File: src/hw/rtl/rbp_pkg.sv
package rbp_pkg;

   localparam int HDR_BYTES       = 16;
   localparam int MAX_REC_BYTES   = 65535;
   localparam int MTU_FLOOR       = 1100;
   localparam int MTU_RESET       = 1200;
   localparam int NS_PER_US       = 1000;
   localparam int QUEUE_DEPTH_DEF = 2;

   // item opcodes
   localparam logic [1:0] OP_START  = 2'd0;
   localparam logic [1:0] OP_RECORD = 2'd1;
   localparam logic [1:0] OP_FINISH = 2'd2;
   localparam logic [1:0] OP_NONE   = 2'd3;

   // packet kinds
   localparam logic [1:0] KIND_START = 2'd0;
   localparam logic [1:0] KIND_BATCH = 2'd1;
   localparam logic [1:0] KIND_SEG   = 2'd2;
   localparam logic [1:0] KIND_END   = 2'd3;

   // register indexes
   localparam logic [1:0] CSR_MTU      = 2'd0;
   localparam logic [1:0] CSR_DEADLINE = 2'd1;
   localparam logic [1:0] CSR_LIMIT    = 2'd2;

   typedef struct packed {
      logic [1:0]  op;
      logic [63:0] ts;
      logic [15:0] len;
      logic [63:0] now;
      logic [16:0] rec_size;
      logic        oversize;
   } cmd_type;

   typedef struct packed {
      logic [15:0] mtu;
      logic [29:0] dl_ns;
      logic        dl_en;
      logic [31:0] limit;
   } cfg_type;

   typedef struct packed {
      logic [1:0]  kind;
      logic [63:0] seq;
      logic [15:0] recs;
      logic [15:0] bytes;
      logic [15:0] off;
      logic [63:0] seg_ts;
      logic [63:0] sum_rec;
      logic [63:0] sum_pay;
      logic [63:0] sum_dp;
      logic [63:0] first_t;
      logic [63:0] last_t;
      logic        last;
   } pkt_type;

endpackage

File: src/hw/rtl/rbp_front.sv
module rbp_front (
   input  logic             clock,
   input  logic             reset,
   input  rbp_pkg::cfg_type cfg,
   input  logic             in_valid,
   output logic             in_ready,
   input  logic [1:0]       in_op,
   input  logic [63:0]      in_ts,
   input  logic [15:0]      in_len,
   input  logic [63:0]      in_now,
   output logic             push_valid,
   input  logic             push_ready,
   output rbp_pkg::cmd_type push_data
);
   import rbp_pkg::*;

   logic    valid_ff;
   logic    valid_in;
   cmd_type cmd_ff;
   cmd_type cmd_in;
   logic [15:0] len_clamp;

   assign in_ready   = !valid_ff || push_ready;
   assign push_valid = valid_ff;
   assign push_data  = cmd_ff;

   always_comb begin
      len_clamp = (32'(in_len) > MAX_REC_BYTES) ? 16'(MAX_REC_BYTES) : in_len;
      cmd_in.op        = in_op;
      cmd_in.ts        = in_ts;
      cmd_in.len       = len_clamp;
      cmd_in.now       = in_now;
      cmd_in.rec_size  = 17'(HDR_BYTES) + {1'b0, len_clamp};
      cmd_in.oversize  = cmd_in.rec_size > {1'b0, cfg.mtu};
      // drop unknown opcodes here, they cause no packets
      if (in_valid && in_ready) begin
         valid_in = (in_op != OP_NONE);
      end else if (push_ready) begin
         valid_in = 1'b0;
      end else begin
         valid_in = valid_ff;
      end
   end

   always_ff @(posedge clock) begin
      if (reset) begin
         valid_ff <= 1'b0;
      end else begin
         valid_ff <= valid_in;
      end
      if (in_valid && in_ready) begin
         cmd_ff <= cmd_in;
      end
   end

endmodule

File: src/hw/rtl/rbp_queue.sv
module rbp_queue #(
   parameter int DEPTH = rbp_pkg::QUEUE_DEPTH_DEF
) (
   input  logic             clock,
   input  logic             reset,
   input  logic             push_valid,
   output logic             push_ready,
   input  rbp_pkg::cmd_type push_data,
   output logic             pop_valid,
   input  logic             pop_ready,
   output rbp_pkg::cmd_type pop_data
);
   import rbp_pkg::*;

   localparam int PW = (DEPTH > 1) ? $clog2(DEPTH) : 1;
   localparam int CW = $clog2(DEPTH + 1);

   cmd_type        mem [DEPTH];
   logic [PW-1:0]  wr_ff, wr_in, rd_ff, rd_in;
   logic [CW-1:0]  cnt_ff, cnt_in;
   logic           do_push, do_pop;

   assign push_ready = cnt_ff < CW'(DEPTH);
   assign pop_valid  = cnt_ff != '0;
   assign pop_data   = mem[rd_ff];
   assign do_push    = push_valid && push_ready;
   assign do_pop     = pop_valid && pop_ready;

   always_comb begin
      wr_in  = wr_ff;
      rd_in  = rd_ff;
      cnt_in = cnt_ff;
      if (do_push) begin
         wr_in = (wr_ff == PW'(DEPTH - 1)) ? '0 : wr_ff + 1'b1;
      end
      if (do_pop) begin
         rd_in = (rd_ff == PW'(DEPTH - 1)) ? '0 : rd_ff + 1'b1;
      end
      if (do_push && !do_pop) begin
         cnt_in = cnt_ff + 1'b1;
      end else if (do_pop && !do_push) begin
         cnt_in = cnt_ff - 1'b1;
      end
   end

   always_ff @(posedge clock) begin
      if (reset) begin
         wr_ff  <= '0;
         rd_ff  <= '0;
         cnt_ff <= '0;
      end else begin
         wr_ff  <= wr_in;
         rd_ff  <= rd_in;
         cnt_ff <= cnt_in;
      end
      if (do_push) begin
         mem[wr_ff] <= push_data;
      end
   end

endmodule

File: src/hw/rtl/rbp_back.sv
module rbp_back (
   input  logic             clock,
   input  logic             reset,
   input  rbp_pkg::cfg_type cfg,
   input  logic             pop_valid,
   output logic             pop_ready,
   input  rbp_pkg::cmd_type pop_data,
   output logic             out_valid,
   input  logic             out_ready,
   output rbp_pkg::pkt_type out_pkt
);
   import rbp_pkg::*;

   localparam logic [2:0] S_IDLE  = 3'd0;
   localparam logic [2:0] S_EVAL  = 3'd1;
   localparam logic [2:0] S_START = 3'd2;
   localparam logic [2:0] S_FLUSH = 3'd3;
   localparam logic [2:0] S_SEG   = 3'd4;
   localparam logic [2:0] S_ADD   = 3'd5;
   localparam logic [2:0] S_DLFL  = 3'd6;
   localparam logic [2:0] S_END   = 3'd7;

   logic [2:0]  st_ff, st_in;
   cmd_type     cmd_ff, cmd_in;
   logic        ovf_ff, ovf_in, dlhit_ff, dlhit_in;
   logic [16:0] obytes_ff, obytes_in;
   logic [15:0] orecs_ff, orecs_in;
   logic [63:0] seq_ff, seq_in, rtot_ff, rtot_in, btot_ff, btot_in;
   logic [63:0] dtot_ff, dtot_in, first_ff, first_in, lastt_ff, lastt_in;
   logic [63:0] bot_ff, bot_in, cnt_ff, cnt_in;
   logic [15:0] off_ff, off_in;
   pkt_type     out_ff, out_in;
   logic        oval_ff, oval_in;

   logic        out_free;
   logic [15:0] max_seg, remain, seg;
   logic        seg_last;
   logic        lim_hit;
   logic [63:0] age;

   assign out_valid = oval_ff;
   assign out_pkt   = out_ff;
   assign out_free  = !oval_ff || out_ready;

   function automatic pkt_type mk(input logic [1:0] kind, input logic [63:0] seq,
                                  input logic [15:0] recs, input logic [15:0] bytes,
                                  input logic [15:0] off, input logic [63:0] ts,
                                  input logic last);
      pkt_type p;
      p        = '0;
      p.kind   = kind;
      p.seq    = seq;
      p.recs   = recs;
      p.bytes  = bytes;
      p.off    = off;
      p.seg_ts = ts;
      p.last   = last;
      return p;
   endfunction

   always_comb begin
      max_seg  = cfg.mtu - 16'(HDR_BYTES);
      remain   = cmd_ff.len - off_ff;
      seg_last = remain <= max_seg;
      seg      = seg_last ? remain : max_seg;
      lim_hit  = (cfg.limit != '0) && (cnt_ff >= {32'b0, cfg.limit});
      age      = cmd_ff.now - bot_ff;

      st_in     = st_ff;
      cmd_in    = cmd_ff;
      ovf_in    = ovf_ff;
      dlhit_in  = dlhit_ff;
      obytes_in = obytes_ff;
      orecs_in  = orecs_ff;
      seq_in    = seq_ff;
      rtot_in   = rtot_ff;
      btot_in   = btot_ff;
      dtot_in   = dtot_ff;
      first_in  = first_ff;
      lastt_in  = lastt_ff;
      bot_in    = bot_ff;
      cnt_in    = cnt_ff;
      off_in    = off_ff;
      out_in    = out_ff;
      oval_in   = oval_ff && !out_ready;
      pop_ready = 1'b0;

      unique case (st_ff)
         S_IDLE: begin
            pop_ready = 1'b1;
            if (pop_valid) begin
               cmd_in = pop_data;
               off_in = '0;
               st_in  = S_EVAL;
            end
         end
         S_EVAL: begin
            unique case (cmd_ff.op)
               OP_START: st_in = S_START;
               OP_RECORD: begin
                  if (lim_hit) begin
                     st_in = S_IDLE;
                  end else if (cmd_ff.oversize) begin
                     st_in = (orecs_ff != '0) ? S_FLUSH : S_SEG;
                  end else begin
                     ovf_in   = (orecs_ff != '0) &&
                                ({1'b0, obytes_ff} + {1'b0, cmd_ff.rec_size} >
                                 {2'b0, cfg.mtu});
                     dlhit_in = cfg.dl_en && (age >= {34'b0, cfg.dl_ns});
                     st_in    = S_ADD;
                  end
               end
               OP_FINISH: st_in = (orecs_ff != '0) ? S_FLUSH : S_END;
               default:   st_in = S_IDLE;
            endcase
         end
         S_START: begin
            if (out_free) begin
               out_in  = mk(KIND_START, seq_ff, '0, '0, '0, '0, 1'b1);
               oval_in = 1'b1;
               seq_in  = seq_ff + 1'b1;
               bot_in  = cmd_ff.now;
               st_in   = S_IDLE;
            end
         end
         S_FLUSH: begin
            if (out_free) begin
               out_in    = mk(KIND_BATCH, seq_ff, orecs_ff, obytes_ff[15:0], '0, '0, 1'b0);
               oval_in   = 1'b1;
               seq_in    = seq_ff + 1'b1;
               dtot_in   = dtot_ff + 1'b1;
               first_in  = (first_ff == '0) ? cmd_ff.now : first_ff;
               lastt_in  = cmd_ff.now;
               obytes_in = '0;
               orecs_in  = '0;
               st_in     = (cmd_ff.op == OP_FINISH) ? S_END : S_SEG;
            end
         end
         S_SEG: begin
            if (out_free) begin
               out_in   = mk(KIND_SEG, seq_ff, 16'd1, seg + 16'(HDR_BYTES), off_ff,
                             cmd_ff.ts, seg_last);
               oval_in  = 1'b1;
               seq_in   = seq_ff + 1'b1;
               dtot_in  = dtot_ff + 1'b1;
               first_in = (first_ff == '0) ? cmd_ff.now : first_ff;
               lastt_in = cmd_ff.now;
               rtot_in  = rtot_ff + 1'b1;
               btot_in  = btot_ff + {48'b0, seg};
               cnt_in   = cnt_ff + 1'b1;
               off_in   = off_ff + seg;
               if (seg_last) begin
                  st_in = S_IDLE;
               end
            end
         end
         S_ADD: begin
            if (ovf_ff) begin
               // flush the full batch, then open a new one with this record
               if (out_free) begin
                  out_in    = mk(KIND_BATCH, seq_ff, orecs_ff, obytes_ff[15:0], '0, '0, 1'b1);
                  oval_in   = 1'b1;
                  seq_in    = seq_ff + 1'b1;
                  dtot_in   = dtot_ff + 1'b1;
                  first_in  = (first_ff == '0) ? cmd_ff.now : first_ff;
                  lastt_in  = cmd_ff.now;
                  bot_in    = cmd_ff.now;
                  obytes_in = cmd_ff.rec_size;
                  orecs_in  = 16'd1;
                  rtot_in   = rtot_ff + 1'b1;
                  btot_in   = btot_ff + {48'b0, cmd_ff.len};
                  cnt_in    = cnt_ff + 1'b1;
                  st_in     = S_IDLE;
               end
            end else begin
               obytes_in = obytes_ff + cmd_ff.rec_size;
               orecs_in  = orecs_ff + 1'b1;
               rtot_in   = rtot_ff + 1'b1;
               btot_in   = btot_ff + {48'b0, cmd_ff.len};
               cnt_in    = cnt_ff + 1'b1;
               st_in     = dlhit_ff ? S_DLFL : S_IDLE;
            end
         end
         S_DLFL: begin
            if (out_free) begin
               out_in    = mk(KIND_BATCH, seq_ff, orecs_ff, obytes_ff[15:0], '0, '0, 1'b1);
               oval_in   = 1'b1;
               seq_in    = seq_ff + 1'b1;
               dtot_in   = dtot_ff + 1'b1;
               first_in  = (first_ff == '0) ? cmd_ff.now : first_ff;
               lastt_in  = cmd_ff.now;
               bot_in    = cmd_ff.now;
               obytes_in = '0;
               orecs_in  = '0;
               st_in     = S_IDLE;
            end
         end
         S_END: begin
            if (out_free) begin
               out_in         = mk(KIND_END, seq_ff, '0, '0, '0, '0, 1'b1);
               out_in.sum_rec = rtot_ff;
               out_in.sum_pay = btot_ff;
               out_in.sum_dp  = dtot_ff;
               out_in.first_t = first_ff;
               out_in.last_t  = lastt_ff;
               oval_in        = 1'b1;
               seq_in         = seq_ff + 1'b1;
               st_in          = S_IDLE;
            end
         end
         default: st_in = S_IDLE;
      endcase
   end

   always_ff @(posedge clock) begin
      if (reset) begin
         st_ff     <= S_IDLE;
         oval_ff   <= 1'b0;
         obytes_ff <= '0;
         orecs_ff  <= '0;
         seq_ff    <= '0;
         rtot_ff   <= '0;
         btot_ff   <= '0;
         dtot_ff   <= '0;
         first_ff  <= '0;
         lastt_ff  <= '0;
         bot_ff    <= '0;
         cnt_ff    <= '0;
      end else begin
         st_ff     <= st_in;
         oval_ff   <= oval_in;
         obytes_ff <= obytes_in;
         orecs_ff  <= orecs_in;
         seq_ff    <= seq_in;
         rtot_ff   <= rtot_in;
         btot_ff   <= btot_in;
         dtot_ff   <= dtot_in;
         first_ff  <= first_in;
         lastt_ff  <= lastt_in;
         bot_ff    <= bot_in;
         cnt_ff    <= cnt_in;
      end
      cmd_ff   <= cmd_in;
      ovf_ff   <= ovf_in;
      dlhit_ff <= dlhit_in;
      off_ff   <= off_in;
      out_ff   <= out_in;
   end

endmodule

File: src/hw/rtl/record_batch_packetizer_top.sv
// Channel  | Direction | Handshake              | Content
// req      | in        | req_tvalid/req_tready  | op in tuser, descriptor in tdata
// rsp      | out       | rsp_tvalid/rsp_tready  | kind in tuser, last in tlast, packet in tdata
// csr      | in        | csr_we                 | register write, no read-back
//
// Sequencing: the sequencer serves one item at a time; it fetches and classifies each,
// then emits a start packet, adds a fitting record (flushing on overflow or deadline),
// flushes and ends on finish, or flushes and segments an oversize record.
// Reset: synchronous, active high; clears totals, stamps and the open batch, loads an
// MTU of 1200, deadline off, no record limit.
// Stalls: front and queue keep taking items until full; a packet waits in the output register.
module record_batch_packetizer_top #(
   parameter int QUEUE_DEPTH = rbp_pkg::QUEUE_DEPTH_DEF
) (
   input  logic         clock,
   input  logic         reset,
   input  logic         req_tvalid,
   output logic         req_tready,
   input  logic [1:0]   req_tuser,   // op
   input  logic [143:0] req_tdata,   // record_ts, len, now
   output logic         rsp_tvalid,
   input  logic         rsp_tready,
   output logic [1:0]   rsp_tuser,   // kind
   output logic         rsp_tlast,   // last
   output logic [495:0] rsp_tdata,   // seq, recs_in_packet, packet_bytes, seg_offset,
                                     // seg_ts, sum_records, sum_payload_bytes,
                                     // sum_data_packets, first_send_time, last_send_time
   input  logic         csr_we,
   input  logic [1:0]   csr_index,
   input  logic [31:0]  csr_wdata
);
   import rbp_pkg::*;

   logic [15:0] mtu_ff;
   logic [29:0] dl_ns_ff;
   logic        dl_en_ff;
   logic [31:0] limit_ff;
   cfg_type     cfg;

   logic        q_push_valid, q_push_ready, q_pop_valid, q_pop_ready;
   cmd_type     q_push_data, q_pop_data;
   pkt_type     pkt;

   // Registers: clamp the MTU up to its floor, keep the deadline as nanoseconds
   always_ff @(posedge clock) begin
      if (reset) begin
         mtu_ff   <= 16'(MTU_RESET);
         dl_ns_ff <= '0;
         dl_en_ff <= 1'b0;
         limit_ff <= '0;
      end else if (csr_we) begin
         unique case (csr_index)
            CSR_MTU: begin
               mtu_ff <= (csr_wdata[15:0] < 16'(MTU_FLOOR)) ? 16'(MTU_FLOOR)
                                                            : csr_wdata[15:0];
            end
            CSR_DEADLINE: begin
               dl_ns_ff <= 30'(csr_wdata[19:0]) * 30'(NS_PER_US);
               dl_en_ff <= csr_wdata[19:0] != '0;
            end
            CSR_LIMIT: limit_ff <= csr_wdata;
            default: ;
         endcase
      end
   end

   assign cfg.mtu   = mtu_ff;
   assign cfg.dl_ns = dl_ns_ff;
   assign cfg.dl_en = dl_en_ff;
   assign cfg.limit = limit_ff;

   // Front: take items, classify against the MTU, drop unknown opcodes
   rbp_front u_front (
      .clock      (clock),
      .reset      (reset),
      .cfg        (cfg),
      .in_valid   (req_tvalid),
      .in_ready   (req_tready),
      .in_op      (req_tuser),
      .in_ts      (req_tdata[63:0]),
      .in_len     (req_tdata[79:64]),
      .in_now     (req_tdata[143:80]),
      .push_valid (q_push_valid),
      .push_ready (q_push_ready),
      .push_data  (q_push_data)
   );

   // Command queue between front and sequencer
   rbp_queue #(.DEPTH(QUEUE_DEPTH)) u_queue (
      .clock      (clock),
      .reset      (reset),
      .push_valid (q_push_valid),
      .push_ready (q_push_ready),
      .push_data  (q_push_data),
      .pop_valid  (q_pop_valid),
      .pop_ready  (q_pop_ready),
      .pop_data   (q_pop_data)
   );

   // Back: batch state, totals and packet sequencing
   rbp_back u_back (
      .clock     (clock),
      .reset     (reset),
      .cfg       (cfg),
      .pop_valid (q_pop_valid),
      .pop_ready (q_pop_ready),
      .pop_data  (q_pop_data),
      .out_valid (rsp_tvalid),
      .out_ready (rsp_tready),
      .out_pkt   (pkt)
   );

   assign rsp_tuser = pkt.kind;
   assign rsp_tlast = pkt.last;
   assign rsp_tdata = {pkt.last_t, pkt.first_t, pkt.sum_dp, pkt.sum_pay, pkt.sum_rec,
                       pkt.seg_ts, pkt.off, pkt.bytes, pkt.recs, pkt.seq};

endmodule
File: config.mk
export PLATFORM = sky130hd
export DESIGN_NAME = record_batch_packetizer_top
export DESIGN_NICKNAME = d
export VERILOG_FILES = /design/src/hw/rtl/rbp_pkg.sv /design/src/hw/rtl/rbp_front.sv /design/src/hw/rtl/rbp_queue.sv /design/src/hw/rtl/rbp_back.sv /design/src/hw/rtl/record_batch_packetizer_top.sv
export SDC_FILE = /design/constraint.sdc
export NUM_CORES = 2
export LEC_CHECK = 0
export BUFFER_PORTS_ARGS = -buffer_cell sky130_fd_sc_hd__buf_2
export CORE_AREA = 3 3 352 423
export DETAILED_ROUTE_END_ITERATION = 10
export DIE_AREA = 0 0 355 426
export PLACE_DENSITY = 0.76
export SKIP_CTS_REPAIR_TIMING = 1
export SLEW_MARGIN = 20
export SYNTH_ARGS = -nofsm -noshare
export SYNTH_HDL_FRONTEND = slang
export SYNTH_SLANG_ARGS = --single-unit
File: constraint.sdc
create_clock -name clock -period 17.4 [get_ports clock]
set_input_delay 1.74 -clock clock [delete_from_list [all_inputs] [get_ports clock]]
set_output_delay 1.74 -clock clock [all_outputs]
set_load 0.05 [all_outputs]
* After elaboration in Yosys (flattened, before gate mapping) *
Memory sizes are Yosys's and may differ from the RTL's. A register that Yosys moved wholly into a read port is not among the register bits.
Cells that the tools add are included.

operators by class
  add/sub/neg operators = 19
  multipliers = 1
  order comparisons = 7
  equal/unequal tests = 21
  muxes and demuxes = 72
  bitwise logic cells = 2
  reductions and logical operators = 51

operators with widths
  cell                                                 count
  2-to-1 mux 499 bit                                   6
  case mux 499 bit (6 select lines)                    1
  2-to-1 mux 64 bit                                    18
  case mux 64 bit (2 select lines)                     8
  adder 64 x 1 -> 64 bit (second input constant)       4
  adder 64 x 16 -> 64 bit                              2
  2-to-1 mux 16 bit                                    7
  >= comparator 64 x 30 -> 1 bit                       1
  >= comparator 64 x 32 -> 1 bit                       1
  zero test 64 bit                                     1
  case mux 16 bit (2 select lines)                     2
  subtractor 64 bit                                    1
  2-to-1 mux 17 bit                                    3
  case mux 17 bit (2 select lines)                     1
  2-to-1 mux 3 bit                                     11
  nonzero test 32 bit                                  1
  multiplier 20 x 7 -> 27 bit (second input constant)  1
  nonzero test 20 bit                                  1
  adder 17 x 17 -> 18 bit                              1
  > comparator 18 x 16 -> 1 bit                        1
  case mux 3 bit (6 select lines)                      1
  nonzero test 2 bit                                   9
  adder 17 bit                                         1
  adder 5 x 16 -> 17 bit (first input constant)        1
  other kinds (39)                                     89

storage, ports and cells
  register bits after elaboration = 1311
  RAM bits = 328
  bits of input ports = 185
  memories = 1

memory list
  memory       words  bits a word  rd ports  clocked after Yosys merged registers in  wr ports  RTL line         source
  u_queue.mem  2      164          1         1                                        1         rbp_queue.sv:18  cmd_type mem [DEPTH];

* Depth between registers and ports, before layout *
  depth in word-level cells = 6
  depth in mapped cells = 41
  mapped depth without buffers = 37

* Cells and area by module *
Synthesis repeated with hierarchy kept, for this count alone.

second synthesis, totals
  cells, all modules = 6936
  area, all modules = 80086.8 µm²

modules (own cells, without submodules)
  module                       times used  cells each  area each (µm²)  seq. area each (µm²)
  rbp_back                     1           5456        56170.1          31440.2
  rbp_queue                    1           533         12112.9          9949.5
  record_batch_packetizer_top  1           692         6311.1           1521.5
  rbp_front                    1           255         5492.8           4824.6

* Least setup slack after synthesis *
Ideal clock, no wire load.

  path kind = input port to flip-flop
  from = in rsp_tready
  to = reg u_back.seq_ff[58]
  arrival = 18863 ps
  required time = 17330 ps
  setup slack = -1533 ps
  stages = 11
  path through = nor2b_1 > nor2_2 > nand4_1 > nor2_4 > nand2_1 > or3_1 > or2_1 > nor2_1 > nand4_1 > or3_1 > a21oi_1

between the ends
  word-level cells in the longest chain between the ends = 4

ends and longest elaborated chain
  item                                  RTL line                           source
  start, declared                       record_batch_packetizer_top.sv:22  input logic rsp_tready,
  logical OR 1 bit (*)                  rbp_back.sv:43                     assign out_free = !oval_ff || out_ready;
  2-to-1 mux 64 bit (*)                 --
  2-to-1 mux 64 bit                     --
  case mux 64 bit (2 select lines) (*)  --
  end signal, assigned                  rbp_back.sv:234                    seq_ff <= seq_in;
  end, declared                         rbp_back.sv:28                     logic [63:0] seq_ff, seq_in, rtot_ff, rtot_in, btot_ff, btot_in;

Every way passes the cells marked *; elsewhere a longest branch is shown, timed or not. The select of a mux whose other input is x is not followed.
A chain may end at the register's enable or synchronous reset.

* Worst setup path after layout *
  from = reg u_back.off_ff[1]
  to = reg u_back.btot_ff[18]

between the ends
  word-level cells in the longest chain between the ends = 6

ends and longest elaborated chain
  item                                  RTL line         source
  start, declared                       rbp_back.sv:31   logic [15:0] off_ff, off_in;
  start signal, assigned                rbp_back.sv:246  off_ff <= off_in;
  subtractor 16 bit (*)                 rbp_back.sv:63   remain = cmd_ff.len - off_ff;
  <= comparator 16 bit                  rbp_back.sv:64   seg_last = remain <= max_seg;
  2-to-1 mux 16 bit (*)                 rbp_back.sv:65   seg = seg_last ? remain : max_seg;
  adder 64 x 16 -> 64 bit (*)           rbp_back.sv:149  btot_in = btot_ff + {48'b0, seg};
  2-to-1 mux 64 bit (*)                 rbp_back.sv:140  if (out_free) begin
  case mux 64 bit (2 select lines) (*)  rbp_back.sv:88   unique case (st_ff)
  end signal, assigned                  rbp_back.sv:236  btot_ff <= btot_in;
  end, declared                         rbp_back.sv:28

Marked as above.

==> metrics.cfg <==
[run_status]
status=finished clean

[synthesis]
synth_cells=6726
asyncSetResetFlopFracSynth_pct=0
post_synth.cell_area_avg_um2=11.63
synth-seq-cells=1787
synth_flop_cell=edfxtp_1
synth.yosys.warnings=0
yosys-mux-area-fraction_pct=2.772
post_synth_num_cell_types=85
synth_largest_type_area_fraction_pct=44.42
share_of_the_yosys_chip_area_belonging_to_registers_pct=60.54
synth_most_common_cell=edfxtp_1
synth_adder_area_share_pct=7.035
ys_top_cells_by_area=edfxtp_1 44%, dfxtp_1 16%, ha_1 5.1%
synth_compound_gate_area_share_pct=8.089
dominant_combinational_cell_family_by_area_after_synthesis=simple AND/OR/NAND/NOR gates
syn_area_um2=78220
synth_edf_count=1157
synth_fp_nets=7305
synth_top_cells_by_count=1,157 x edfxtp_1, 695 x nand2_1, 630 x dfxtp_1
xor_and_xnor_area_share_after_synthesis_pct=4.199
synth_simple_gate_area_share_pct=14.68
synth_area_leader_cell=edfxtp_1

[global_route]
globalRouteTotalUtil_pct=26.06
first_global_vias=52130
grt_antenna_before_repair=43
grt_start_max_net_pins=243
grt_first_pass_wirelength_mm=304.6
grt.overflow.total=0

[clock_tree]
tritoncts_clock_tree=yes
insertion_delay_ns=0.82
path_clk_slew_ns=0.06
htree_levels=4
cts_root_buf=clkbuf_16
clk_path_buf_depth=3
tritoncts.num_buffers=169
cts.sinks=1787

[power]
switching_share_pct=38.90
power.density_nw_per_um2=170.2
internal_power_mw=9.277
sequentialPowerShare_pct=38.3
combinationalPowerShare_pct=37.9
static_leakage_nw=33.31
switching_power_mw=5.907
relative_contribution_of_the_clock_network_to_total_power_pct=23.8
design_power_total_mw=15.18
worst_ir_drop_vdd_v=0.0001420

[cells_and_area]
drive_gt1_share_pct=16.30
layout-area-overhead-vs-synth_pct=14.08
layout.nets=7962
post_layout_nonfiller_instances=9482

[setup_path]
worst_setup_path_end_kind=flop
cp_data_arrival_time_ns=9.00
critical_path.top_delay_family=compound AO/OA/AOI/OAI gates
crit_path_start_kind=flop
critPathSlowestCell=edfxtp_1
critical_path_peak_fanout=33
timing.setup.critical_path_class=flop to flop
worstPathRequired_ns=18.08
critical-path-max-stage-delay_ns=0.45
critical_path_buf_inv_count=3

[routing]
detailedRoute.firstIterationViolations=4306
detail-route-antenna-nets=0
number_of_vias_in_the_routed_layout=53130
drt-vias-per-instance=5.604
detail_route.first_pass.iterations=6
totalWireLength_mm=201.2
detail_route.drc_violations=0
avgRoutedWirePerCell_um=21.21

[die]
pin_count=686
fp.dieArea_um2=151200
x_dimension_of_the_die_um=355
initial_utilization_pct=53.90
vertical_die_dimension_um=426
core_um2=145100
floorplan.rows=153

[place]
placedCellCount=9149
placement.io_buffers=685
place.detailed.hpwl_mm=142.9
routability_cong=0.9289

[sta]
rsz0062_at_grt=false
worst-slew-pin-transition_ns=1.266
final.setup.tns_ns=0
fmax_mhz=120.2
fin_crit_ns=8.320
slew_viol_final=0
worst_clock_skew_ns=0.03608
final-hold-violation-count=0
final-setup-viol-count=0
timing.slew.headroom_pct=15.58
layout_worst_path_cycle_share_pct=47.81

[hold_path]
hold_path_class=flop to flop

[flow_run]
timing.max_cap.violations=0

sequential cells by signal, indices dropped and copies added, names as in the netlist, 2 cells and up:
| register | flops |
|---|---|
| u_back.rtot_ff | 64 |
| u_back.dtot_ff | 64 |
| u_back.bot_ff | 64 |
| u_back.btot_ff | 64 |
| u_back.first_ff | 64 |
| dl_ns_ff | 27 |
| u_back.lastt_ff | 64 |
| u_back.orecs_ff | 16 |
| u_front.push_data | 160 |
| u_queue.cnt_ff | 2 |
| u_back.st_ff | 3 |
| u_back.cnt_ff | 64 |
| u_back.out_pkt | 499 |
| u_back.seq_ff | 64 |
| u_back.cmd_ff | 160 |
| u_queue.mem | 320 |
| limit_ff | 32 |
| mtu_ff | 16 |
| u_back.off_ff | 16 |
| u_back.obytes_ff | 17 |
cells by family (layout without fill, tap and decap cells):
group	count (synthesis)	count (layout)
AND/OR/NAND/NOR	2356	2356
AO/OA/AOI/OAI	1063	1063
multiplexers	194	194
other	0	19
flip-flops	1787	1787
adder cells (fa/ha/maj)	395	395
buffers and inverters	556	1356
XOR/XNOR	375	375
worst reg2reg max path: cells and delay by family, from the launching register on:
family,cells,cell delay [ns]
AOI/OAI and AO/OA,18,3.88
adders and majority gates,4,1.20
buffers and inverters,3,0.55
DFF,1,0.45
muxes,1,0.36
and+or+nand+nor,10,1.76
area by class of cell:
cell class	count	area, um^2
antenna	19	47.55
tap	1937	2424
inverter	296	1116
timing repair buffer	746	3921
multi-input combinational	4383	28890
clock buffer	229	4554
clock inverter	85	919.6
fill	11420	55870
sequential	1787	47360
final timing paths:
path                                             from                  to  slack (ns)  cells past startpoint
worst min register to register  u_front.push_data[81]  u_queue.mem[0][81]        0.43                      0
worst max-delay path                 u_back.off_ff[1]  u_back.btot_ff[18]        9.08                     36
worst min-delay path            u_front.push_data[81]  u_queue.mem[0][81]        0.43                      0
worst max register to register       u_back.off_ff[1]  u_back.btot_ff[18]        9.08                     36
through the flow:
stage	setup slack (ns)	area [um^2]	util (%)	hold WS, ns
finish	9.080	89230	61.49	0.4337
detailed placement	9.089	83700	57.68	0.4290
global route	8.424	89220	61.48	0.4267
CTS	9.038	89170	61.45	0.4199
global placement	9.193	83700	57.68	0.4217
floorplan	4.934	78220	-	0.4215
per-layer routing:
metal	track usage [%]	share of wire [%]	up-vias
li1	-	-	25160
met1	32.63	40	25740
met2	44.68	49	1834
met3	4.328	6.2	375
met4	11.19	4.2	32
met5	0	0.093	-
power by group through the flow:
stage	clock network [mW]	registers, mW	logic, mW
final	3.62	5.81	5.75
after global routing	3.85	5.86	6.30
after CTS	3.69	5.81	5.75
after detailed placement	0	5.89	5.71
after global placement	0	5.87	5.64
after floorplan	0	6.60	3.41
placed cells by master (no fill, tap or decap), drive strengths merged, types with 13 or more instances in the layout:
cell / netlist / layout
o21ai: 186 / 186
nor4: 55 / 55
buf: 23 / 746
a21o: 80 / 80
and4: 23 / 23
or2: 19 / 19
a21boi: 14 / 14
a31oi: 19 / 19
a2111oi: 14 / 14
nor2: 575 / 575
clkinv: 1 / 60
mux2i: 13 / 13
nand3: 150 / 150
ha: 319 / 319
mux2: 181 / 181
a22oi: 25 / 25
clkbuf: 237 / 229
diode: 0 / 19
fa: 75 / 75
nand4: 102 / 102
nor2b: 41 / 41
and2: 355 / 355
and3: 138 / 138
inv: 295 / 301
nand2: 696 / 696
nand2b: 29 / 29
nor3: 61 / 61
xnor2: 168 / 168
a21oi: 528 / 528
o21bai: 25 / 25
a211oi: 29 / 29
o21a: 34 / 34
dfxtp: 630 / 630
edfxtp: 1157 / 1157
o31ai: 19 / 19
xor2: 207 / 207
or3: 76 / 76
No activity file was read; power rests on OpenSTA's default activity.
